## config.mk

```make
export PLATFORM = sky130hd
export DESIGN_NAME = etfi_regs
export DESIGN_NICKNAME = d
export VERILOG_FILES = /design/src/hdl/etfi_pkg.sv /design/src/hdl/etfi_regs.sv
export SDC_FILE = /design/constraint.sdc
export NUM_CORES = 1
export LEC_CHECK = 0
export ABC_AREA = 1
export ABC_CLOCK_PERIOD_IN_PS = 1200
export BUFFER_PORTS_ARGS = -buffer_cell sky130_fd_sc_hd__buf_2
export CORE_ASPECT_RATIO = 1.2
export CORE_MARGIN = 2
export CORE_UTILIZATION = 36
export DETAILED_ROUTE_END_ITERATION = 10
export HOLD_SLACK_MARGIN = 0.03
export PLACE_DENSITY = 0.68
export SLEW_MARGIN = 30
export SYNTH_ARGS = -nofsm -noshare
export SYNTH_HDL_FRONTEND = slang
export SYNTH_SLANG_ARGS = --single-unit
```

## constraint.sdc

```tcl
create_clock -name clk -period 1.2 [get_ports clk]
set_clock_uncertainty 0.05 [all_clocks]
set_input_delay 0.12 -clock clk [delete_from_list [all_inputs] [get_ports clk]]
set_output_delay 0.12 -clock clk [all_outputs]
set_load 0.1 [all_outputs]
```

## src/hdl/etfi_pkg.sv

```systemverilog
// Shared constants, types and helpers for the escape-time fractal iterator.
`default_nettype none

package etfi_pkg;

  localparam int WORD_W = 32;
  localparam int CNT_W  = 16;
  localparam int POW_W  = 4;
  localparam int BAIL_W = 31;
  localparam int PROD_W = 2 * WORD_W;
  localparam int SUM_W  = PROD_W + 1;
  localparam int ADDR_W = 4;
  localparam int DATA_W = 32;

  localparam int DEF_FRAC_BITS = 28;
  localparam int DEF_MAX_POWER = 8;
  localparam int MIN_POWER     = 2;

  localparam logic [POW_W-1:0]  RST_POWER    = POW_W'(2);
  localparam logic [CNT_W-1:0]  RST_MAX_ITER = CNT_W'(255);
  localparam logic [BAIL_W-1:0] RST_BAILOUT  = BAIL_W'(1073741824);

  localparam logic [1:0] REG_POWER    = 2'd0;
  localparam logic [1:0] REG_MAX_ITER = 2'd1;
  localparam logic [1:0] REG_BAILOUT  = 2'd2;

  typedef struct packed {
    logic load;
    logic mul;
    logic k_init;
    logic acc;
    logic add;
    logic emit;
  } cmd_t;

  typedef struct packed {
    logic below;
    logic more;
    logic limit;
    logic out_free;
  } status_t;

  function automatic logic signed [WORD_W-1:0] sat_word(input logic signed [SUM_W-1:0] v);
    logic [SUM_W-WORD_W:0] hi;
    hi = v[SUM_W-1:WORD_W-1];
    if ((&hi) || !(|hi)) begin
      sat_word = v[WORD_W-1:0];
    end else if (v[SUM_W-1]) begin
      sat_word = {1'b1, {(WORD_W-1){1'b0}}};
    end else begin
      sat_word = {1'b0, {(WORD_W-1){1'b1}}};
    end
  endfunction

endpackage

`default_nettype wire

```

## src/hdl/etfi_regs.sv

```systemverilog
// APB configuration registers: power, iteration limit, bailout squared.
`default_nettype none

module etfi_regs import etfi_pkg::*; (
  input  wire logic              clk,
  input  wire logic              rst,
  input  wire logic              psel,
  input  wire logic              penable,
  input  wire logic              pwrite,
  input  wire logic [ADDR_W-1:0] paddr,
  input  wire logic [DATA_W-1:0] pwdata,
  output logic      [DATA_W-1:0] prdata,
  output logic                   pready,
  output logic      [POW_W-1:0]  power,
  output logic      [CNT_W-1:0]  max_iterations,
  output logic      [BAIL_W-1:0] bailout_squared
);

  logic       wr_en;
  logic [1:0] index;

  assign pready = 1'b1;
  assign index  = paddr[3:2];
  assign wr_en  = psel && penable && pwrite && pready;

  always_ff @(posedge clk) begin
    if (rst) begin
      power           <= RST_POWER;
      max_iterations  <= RST_MAX_ITER;
      bailout_squared <= RST_BAILOUT;
    end else if (wr_en) begin
      unique case (index)
        REG_POWER:    power           <= pwdata[POW_W-1:0];
        REG_MAX_ITER: max_iterations  <= pwdata[CNT_W-1:0];
        REG_BAILOUT:  bailout_squared <= pwdata[BAIL_W-1:0];
        default: ;
      endcase
    end
  end

  always_comb begin
    unique case (index)
      REG_POWER:    prdata = DATA_W'(power);
      REG_MAX_ITER: prdata = DATA_W'(max_iterations);
      REG_BAILOUT:  prdata = DATA_W'(bailout_squared);
      default:      prdata = '0;
    endcase
  end

endmodule

`default_nettype wire

```

==> impl_metrics.tcl <==
set metrics [dict create \
    finalCritPeriodShare_pct 100.4 \
    num_rows 33 \
    syn_avg_cell_area_um2 6.240 \
    synth_xor_area_share_pct 0 \
    io_pins 125 \
    cts_buffer_depth 2 \
    violations "negative setup slack" \
    wl_per_cell_um 13.95 \
    cts_root_buf "clkbuf_8" \
    cts.sinks 51 \
    synthTopCellsByCount "nand2_1, nor2_1, nand3_1" \
    initialDrtViolationCount 132 \
    synthSimpleGateAreaFrac_pct 45.04 \
    ys_ff_latch 51 \
    power_density_mw_per_mm2 753.8 \
    syn_inst 398 \
    die_height_um 94.99 \
    syn_area_mm2 0.002484 \
    crit_buf_inv 5 \
    syn_nets 439 \
    ff_latch_area_mm2 0.001212 \
    place_ws_ns -0.01548 \
    grt_pass1_vias 2935 \
    synth-compound-area-share_pct 0.4030 \
    max_clock_freq_mhz 829.9 \
    worst_slack_ns -0.004911 \
    grt_pass1_wl_mm 13.97 \
    gr-usage-all-layers_pct 23.40 \
    muxShareOfSynthArea_pct 0 \
    slew_viol_final 0 \
    critPathRequiredTime_ns 1.03 \
    hold_viol 0 \
    synth.top_cell.area_share_pct 41.11 \
    gp_congestion 0.7694 \
    yosys-top-cells-area "dfxtp_1, nand2_1, nor2_1" \
    yosysWarningCount 0 \
    die_x_um 79.83 \
    antenna_found_initial 0 \
    dp_hpwl_mm 6.272 \
    synthFlopType "dfxtp_1" \
    drc_errors 0 \
    htree_levels 2 \
    final_nets 606 \
    antenna_left 0 \
    yosysUniqueCellTypes 17 \
    numCtsBuffers 5 \
    design.core.area_mm2 0.006771 \
    worstPathMaxFanout 8 \
    whs_ns 0.07748 \
    slowest_delay_ns 0.17 \
    p_leak_nw 2.506 \
    cp.arrival_ns 1.03 \
    ir_drop_v 0.0006742 \
    worstSetupPathType "in -> out" \
    synth_fa_ha_area_share_pct 0 \
    path_cells "buf_6 > inv_4 > nor2_4 > buf_12 > buf_12 > nand2_2 > nand2_4 > buf_12" \
    maxCapViolCount 0 \
    dieArea_mm2 0.007583 \
    setup_violations 1 \
    cts_tree "yes" \
    setup_tns_ns -0.004911 \
    synth_area_leader_cell "dfxtp_1" \
    cp-end-kind "output pin" \
    start_util_pct 36.68 \
    multi_input_area_mm2 0.001501 \
    n_fill_cell 412 \
    ys_seq_area_share_pct 41.11 \
    clk_latency_ns 0.30 \
    synth_edf_count 0 \
    hold_class "in -> reg" \
    rsz0062_at_grt "true" \
    crit_family "buffers and inverters" \
    synth_top_family_by_area "simple AND/OR/NAND/NOR gates" \
    crit_path_top_delay_cell "nor2_4" \
    io_buffers 119 \
    synthArstFlopShare_pct 0 \
    start_kind "primary input" \
    antennaDiodeCount 0 \
    status "finished, violations left" \
    min_period_ns 1.205 \
    worst_path_most_repeated_cell "buf_12" \
    wl_mm 9.094 \
    grt_overflow 0 \
    grt_max_degree 52 \
    layout-drive-gt1-share_pct 55.40 \
    yosysMostFrequentCell "nand2_1" \
    areaGrowthSynthToFinish_pct 125.3 \
    drt_pass1_iterations 4 \
    vias 3065 \
    clkTransAtPathRegs_ns 0.09 \
    via_per_inst 4.701 \
]
## worst reg2reg max path, cell delays in order (launching register included)
cell	delay, ns
dfxtp_4	0.36
buf_4	0.14
buf_4	0.13
nor2_1	0.10
nor2_1	0.05
## cells by family (layout without fill, tap and decap cells)
kind of cell    count (synthesis)  count (layout)
simple gates                  272             272
buf+inv                        71             238
flops                          51              51
other cells                     2               2
compound gates                  2               2
## worst paths after layout
kind | startpoint | end | slack, ns | depth (start not counted)
worst max-delay path | paddr[2] | prdata[8] | -0.005 | 8
worst min-delay path | pwdata[27] | bailout_squared[27] | 0.08 | 5
worst max register to register | max_iterations[10] | max_iterations[10] | 0.27 | 4
worst min register to register | max_iterations[6] | max_iterations[6] | 0.45 | 2
## where the power goes
group	total, mW	switching [mW]	internal [mW]
registers	1.68	0.0432	1.64
logic	1.38	0.863	0.514
clock network	1.16	0.549	0.610
total	4.22	1.45	2.76
## state kept, by name (all words and copies together) (netlist names)
| register | cells |
|---|---|
| power | 4 |
| bailout_squared | 31 |
| max_iterations | 16 |
## through the flow
stage | instance area [µm²] | total power [mW] | utilization, % | cells
2_1_floorplan | 2939 | 2.504 | - | 398
3_3_place_gp | 4949 | 2.950 | 73.08 | 599
3_5_place_dp | 4949 | 2.974 | 73.08 | 599
4_1_cts | 5293 | 4.203 | 78.16 | 628
5_1_grt | 5597 | 4.398 | 82.65 | 652
6_report | 5597 | 4.219 | 82.65 | 652
## final cells by class
type	instances	area share, %
repair buffers	182	44.15
multi-input cells	276	26.83
flip-flops and latches	51	21.66
inverters	49	3.510
well taps	87	1.945
clock buffers	5	1.230
clock inverters	2	0.6707
## placed cells by master, fill, tap and decap left out
| master | n |
|---|---|
| o21ai_0 | 2 |
| inv_2 | 12 |
| buf_6 | 3 |
| nand2_1 | 71 |
| buf_4 | 43 |
| clkinv_1 | 1 |
| bufinv_16 | 1 |
| nand3_1 | 52 |
| inv_1 | 31 |
| nor2_1 | 84 |
| dlygate4sd3_1 | 9 |
| dfxtp_4 | 51 |
| conb_1 | 2 |
| nand3_4 | 4 |
| clkbuf_8 | 5 |
| inv_4 | 5 |
| clkinvlp_4 | 1 |
| bufbuf_16 | 1 |
| nand2_2 | 22 |
| nor2_2 | 1 |
| buf_8 | 1 |
| buf_2 | 35 |
| nand2_4 | 19 |
| nor2_4 | 19 |
| buf_12 | 90 |
## layer usage
| metal | GRT usage (%) | share of wire (%) | vias to the layer above |
|---|---|---|---|
| met3 | 4.589 | 6.0 | 13 |
| met2 | 44.82 | 56 | 116 |
| li1 | - | - | 1531 |
| met1 | 25.84 | 37 | 1405 |
| met4 | 6.780 | 1.8 | 0 |
| met5 | 0 | 0 | - |
## repair_timing
item | in CTS | in global routing
pin swaps | 1 | 4
endpoints found under the setup margin | 16 | 28
setup buffers | 12 | 25
cloned | 1 | 0
endpoints found under the hold margin | 10 | 0
gates resized for setup | 9 | 40
hold buffers | 9 | 0
Note: power is estimated with default switching activity, not from simulation.
