===== src/hdl/etfi_pkg.sv =====
// Shared constants, types and helpers for the escape-time fractal iterator.
`default_nettype none

package etfi_pkg;

  localparam int WORD_W = 32;
  localparam int CNT_W  = 16;
  localparam int POW_W  = 4;
  localparam int BAIL_W = 31;
  localparam int PROD_W = 2 * WORD_W;
  localparam int SUM_W  = PROD_W + 1;
  localparam int ADDR_W = 4;
  localparam int DATA_W = 32;

  localparam int DEF_FRAC_BITS = 28;
  localparam int DEF_MAX_POWER = 8;
  localparam int MIN_POWER     = 2;

  localparam logic [POW_W-1:0]  RST_POWER    = POW_W'(2);
  localparam logic [CNT_W-1:0]  RST_MAX_ITER = CNT_W'(255);
  localparam logic [BAIL_W-1:0] RST_BAILOUT  = BAIL_W'(1073741824);

  localparam logic [1:0] REG_POWER    = 2'd0;
  localparam logic [1:0] REG_MAX_ITER = 2'd1;
  localparam logic [1:0] REG_BAILOUT  = 2'd2;

  typedef struct packed {
    logic load;
    logic mul;
    logic k_init;
    logic acc;
    logic add;
    logic emit;
  } cmd_t;

  typedef struct packed {
    logic below;
    logic more;
    logic limit;
    logic out_free;
  } status_t;

  function automatic logic signed [WORD_W-1:0] sat_word(input logic signed [SUM_W-1:0] v);
    logic [SUM_W-WORD_W:0] hi;
    hi = v[SUM_W-1:WORD_W-1];
    if ((&hi) || !(|hi)) begin
      sat_word = v[WORD_W-1:0];
    end else if (v[SUM_W-1]) begin
      sat_word = {1'b1, {(WORD_W-1){1'b0}}};
    end else begin
      sat_word = {1'b0, {(WORD_W-1){1'b1}}};
    end
  endfunction

endpackage

`default_nettype wire


===== src/hdl/etfi_ctrl.sv =====
// Iteration sequencer: issues load, multiply, accumulate, add and emit commands.
`default_nettype none

module etfi_ctrl import etfi_pkg::*; (
  input  wire logic    clk,
  input  wire logic    rst,
  input  wire logic    in_valid,
  output logic         in_ready,
  output cmd_t         cmd,
  input  wire status_t status
);

  localparam logic [2:0] S_IDLE = 3'd0;
  localparam logic [2:0] S_SQR  = 3'd1;
  localparam logic [2:0] S_CMP  = 3'd2;
  localparam logic [2:0] S_ACC  = 3'd3;
  localparam logic [2:0] S_MUL  = 3'd4;
  localparam logic [2:0] S_ADD  = 3'd5;
  localparam logic [2:0] S_DONE = 3'd6;

  logic [2:0] state;
  logic [2:0] state_next;

  always_ff @(posedge clk) begin
    if (rst) begin
      state <= S_IDLE;
    end else begin
      state <= state_next;
    end
  end

  always_comb begin
    state_next = state;
    cmd        = '0;
    in_ready   = 1'b0;
    unique case (state)
      S_IDLE: begin
        in_ready = 1'b1;
        if (in_valid) begin
          cmd.load   = 1'b1;
          state_next = S_SQR;
        end
      end
      S_SQR: begin
        cmd.mul    = 1'b1;
        state_next = S_CMP;
      end
      S_CMP: begin
        if (status.below) begin
          cmd.k_init = 1'b1;
          state_next = S_ACC;
        end else begin
          state_next = S_DONE;
        end
      end
      S_ACC: begin
        cmd.acc    = 1'b1;
        state_next = status.more ? S_MUL : S_ADD;
      end
      S_MUL: begin
        cmd.mul    = 1'b1;
        state_next = S_ACC;
      end
      S_ADD: begin
        cmd.add    = 1'b1;
        state_next = status.limit ? S_DONE : S_SQR;
      end
      S_DONE: begin
        if (status.out_free) begin
          cmd.emit   = 1'b1;
          state_next = S_IDLE;
        end
      end
      default: state_next = S_IDLE;
    endcase
  end

endmodule

`default_nettype wire


===== config.mk =====
export PLATFORM = sky130hd
export DESIGN_NAME = etfi_ctrl
export DESIGN_NICKNAME = d
export VERILOG_FILES = /design/src/hdl/etfi_pkg.sv /design/src/hdl/etfi_ctrl.sv
export SDC_FILE = /design/constraint.sdc
export NUM_CORES = 1
export LEC_CHECK = 0
export BUFFER_PORTS_ARGS = -buffer_cell sky130_fd_sc_hd__buf_2
export CORE_AREA = 2 2 39 41
export CTS_CLUSTER_SIZE = 16
export DETAILED_ROUTE_END_ITERATION = 10
export DIE_AREA = 0 0 41 43
export PLACE_DENSITY = 0.39
export SYNTH_ARGS = -nofsm -noshare
export SYNTH_HDL_FRONTEND = slang
export SYNTH_SLANG_ARGS = --single-unit

===== constraint.sdc =====
create_clock -name clk -period 1.76 [get_ports clk]
set_clock_uncertainty 0.05 [all_clocks]
set_input_delay 0.264 -clock clk [delete_from_list [all_inputs] [get_ports clk]]
set_output_delay 0.264 -clock clk [all_outputs]
set_load 0.01 [all_outputs]

==> summary by stage <==
Yosys
Of all cell types, the one taking the most synthesized area is sky130_fd_sc_hd__dfxtp_1. After synthesis the netlist holds a flip-flop and latch count of 3. In the synthesized netlist the async set-or-reset flop fraction comes to 0.

Counting flops with a built-in enable in the synthesized netlist gives 0. Ranked by total cell area, the synthesized netlist is headed by sky130_fd_sc_hd__dfxtp_1 (22%), sky130_fd_sc_hd__buf_6 (12%), sky130_fd_sc_hd__o41ai_2 (5.9%). Averaged over all synthesized cells, the footprint is ~8.6 um2. In the synthesized netlist, the number of instances is 32.

The share of synthesized area in the top cell type comes to 0.218. The commonest cells after synthesis are sky130_fd_sc_hd__a21oi_1 (3), sky130_fd_sc_hd__buf_6 (3), sky130_fd_sc_hd__dfxtp_1 (3), sky130_fd_sc_hd__nand2_1 (3). The post-synthesis net count is 39. The prevailing post-synth register cell is sky130_fd_sc_hd__dfxtp_1.

The count of distinct cell types in the synthesized netlist is 22. The post-synthesis cell area is ~280 um2. The count of yosys warnings during synthesis is 0. Of the synthesized area, sequential elements account for 0.218.

Place
Detailed placement finished with a half-perimeter wire length of between 400 and 500 um. Routability-driven placement finished with a final weighted congestion of a little under 0.6. The post-detailed-placement cell area is 327 um2. The number of I/O port buffers is 13.

Drt
The via count of the routed design is 264. The first-iteration detailed-routing DRC count is 4. The count of nets left with antenna violations after detail routing is 0.

The post-detailed-route wirelength per cell is 9.44 um. In the routed layout, each cell is associated on average with a via count of between 4 and 5. For this run, design rule violations remaining after detail routing come to 0. The number of optimization iterations in the first detailed-route pass is 3. The total detailed-routing wirelength is just under 600 um.

Finish
Compared with the post-synthesis result, the final layout area differs by 28.2%. The core occupancy in the finished layout is 0.255. The repair_antennas step left the layout with diodes totalling 0. The post-layout instance area is 353 um2.

Of the cells placed in the final design, the portion with a size suffix greater than 1 is 0.413. The final layout contains 54 nets. The register with the highest flop count is state.

The largest registers in the layout are state (3). The register with the most flip-flops in the layout has 3 of them. The filler cells instantiated in the layout total roughly 170.

Setup path
Data arrives at the worst endpoint at between 1000 and 1500 ps. For flop-to-flop paths, the worst setup slack is approximately 450 ps. The critical setup path kind is reg2out. The startpoint class of the critical path is a flip-flop. The biggest fanout along the worst timing path is 10. The worst register-to-register path begins at state[1].

The endpoint identified for the worst register-to-register timing path is state[2]. Data on the critical path is required at its endpoint by 1450 ps. The kind of end point of the critical path is an output pin. Counting cells, the worst reg-to-reg path comes to 3.

Floorplanning
The I/O pin count is 14. In this run the horizontal extent of the chip is ~41 um. The number of rows in the core area is 14.

The height of the die is about 43 um. The die covers roughly 1800 um2. After floorplanning, the core was sized to cover 1380 um2. The initial utilization of the core area, before any placement, comes to 0.199.

Global route
The wire length of the first global-routing pass is just under 900 um. The initial antenna violation count is 0. Entering global routing, the biggest net connects 15 pins. For this run, the total global-route usage over all layers was measured as 0.0752. The via count of the first global-routing pass is 224.

The overall overflow remaining after global route is 0.

Clocking
The tree is rooted in a sky130_fd_sc_hd__clkbuf_4. The clock reaches the later pin of the worst-skew pair after roughly 230 ps. TritonCTS created 3 clock buffers. The maximum number of buffers from clock root to sink is 2. Buffers inserted to repair hold after CTS numbered 0. Post-CTS timing repair inserted 0 buffers for setup.

Clock-pin slew was measured on the worst setup and hold paths at 40 ps. Once the clock tree was built, the resizer swapped 0 gates to a different size. The TritonCTS clock tree is done.

The number of clock sinks is 3. The H-tree depth is 1.

Min path
In this run the most critical hold path is launched from rst. The worst hold path belongs to the class in2reg. The number of cells on the worst hold path is 2. For hold timing, the worst endpoint is state[1].

STA
The count of final max-slew check failures was 0. The number of setup violations in the final report is 0. At the pin with the least slew margin, the transition time is approximately 460 ps. Dividing the final minimum period by the clock period gives 0.886. Setup repair after global routing left no endpoint under its margin. The count of final hold-check violations is 0.

The normalized max-slew margin is 0.691. The maximum achievable frequency is approximately 640 MHz. After layout, the minimum clock period comes to ~1600 ps. In the final timing run, aggregate negative setup slack is 0 ps.

Run
The tool flagged a number of max-cap violations equal to 0.

Pwr
For this design the ratio of total power to cell area is between 1000 and 1500 nW/um2. The analysis attributes to cell leakage a power of around 0.16 nW. VDD sags by at most roughly 0.28 mV.

Outcome
The flow ran to the end, and the final reports show no timing, DRC or antenna violations.
==> metrics by stage <==
stage                     setup WS (ps)  hold slack (ps)  total power, mW  instances
after floorplan                     530              299            0.223         32
after CTS                           190              200            0.370         62
final                               200              205            0.362         62
after global routing               95.9              205            0.397         62
after detailed placement            438              446            0.245         58
after global placement              431              450            0.248         58
==> per-layer routing <==
metal / GRT usage / wire [um] / part of all wire / vias up
li1: - / - / - / 142
met1: 0.0833 / 265 / 0.45 / 117
met2: 0.106 / 290 / 0.50 / 5
met3: 0.0471 / 29 / 0.050 / 0
met4: 0.0400 / 0 / 0 / 0
met5: 0 / 0 / 0 / -
==> report_power, final <==
group          internal (mW)  switching, mW
clock network         0.0849         0.0349
logic                 0.0639         0.0528
registers             0.0815         0.0435
==> worst max-delay path, cell delays in order (launching register included) <==
cell and delay (ps):
sky130_fd_sc_hd__dfxtp_1 530, sky130_fd_sc_hd__nor2b_1 210, sky130_fd_sc_hd__and3_1 160, sky130_fd_sc_hd__buf_2 120
==> cells in the final DEF, fill, tap and decap left out, drive strengths merged <==
| master | n |
|---|---|
| buf | 13 |
| a2111oi | 1 |
| o41ai | 1 |
| nor3 | 2 |
| nand2b | 2 |
| nand3b | 1 |
| and2 | 1 |
| dfxtp | 3 |
| nand2 | 3 |
| nor2b | 1 |
| a32oi | 1 |
| o32ai | 1 |
| inv | 1 |
| a21oi | 4 |
| clkbuf | 4 |
| and3b | 1 |
| or2b | 1 |
| xnor2 | 1 |
| nor2 | 1 |
| and3 | 2 |
| o21ba | 1 |
==> area by class of cell <==
class	instances	area (um2)	share of cell area
Timing Repair Buffer	13	65.1	0.184
Clock buffer	4	26.3	0.0745
Sequential cell	3	60.1	0.170
Inverter	1	3.75	0.0106
Tap cell	16	20.0	0.0567
Multi-Input combinational cell	25	178	0.504
==> worst max-delay path by stage <==
stage                  start  endpoint  slack, ps  depth (start not counted)
floorplan           state[2]    cmd[5]        530                          3
global placement    state[2]    cmd[0]        430                          3
detailed placement  state[2]    cmd[0]        440                          3
CTS                 state[2]    cmd[0]        190                          3
global route        state[2]    cmd[0]        100                          3
finish              state[2]    cmd[0]        200                          3
==> kinds of logic (layout without fill, tap and decap cells) <==
kind of cell           after synthesis  count (layout)  share of synthesized area
AO/OA/AOI/OAI                        9               9                      0.282
AND/OR/NAND/NOR                     15              15                      0.332
XOR/XNOR                             1               1                     0.0318
flip-flops                           3               3                      0.218
buffers and inverters                4              18                      0.136
Power figures use the tool's default switching activity.
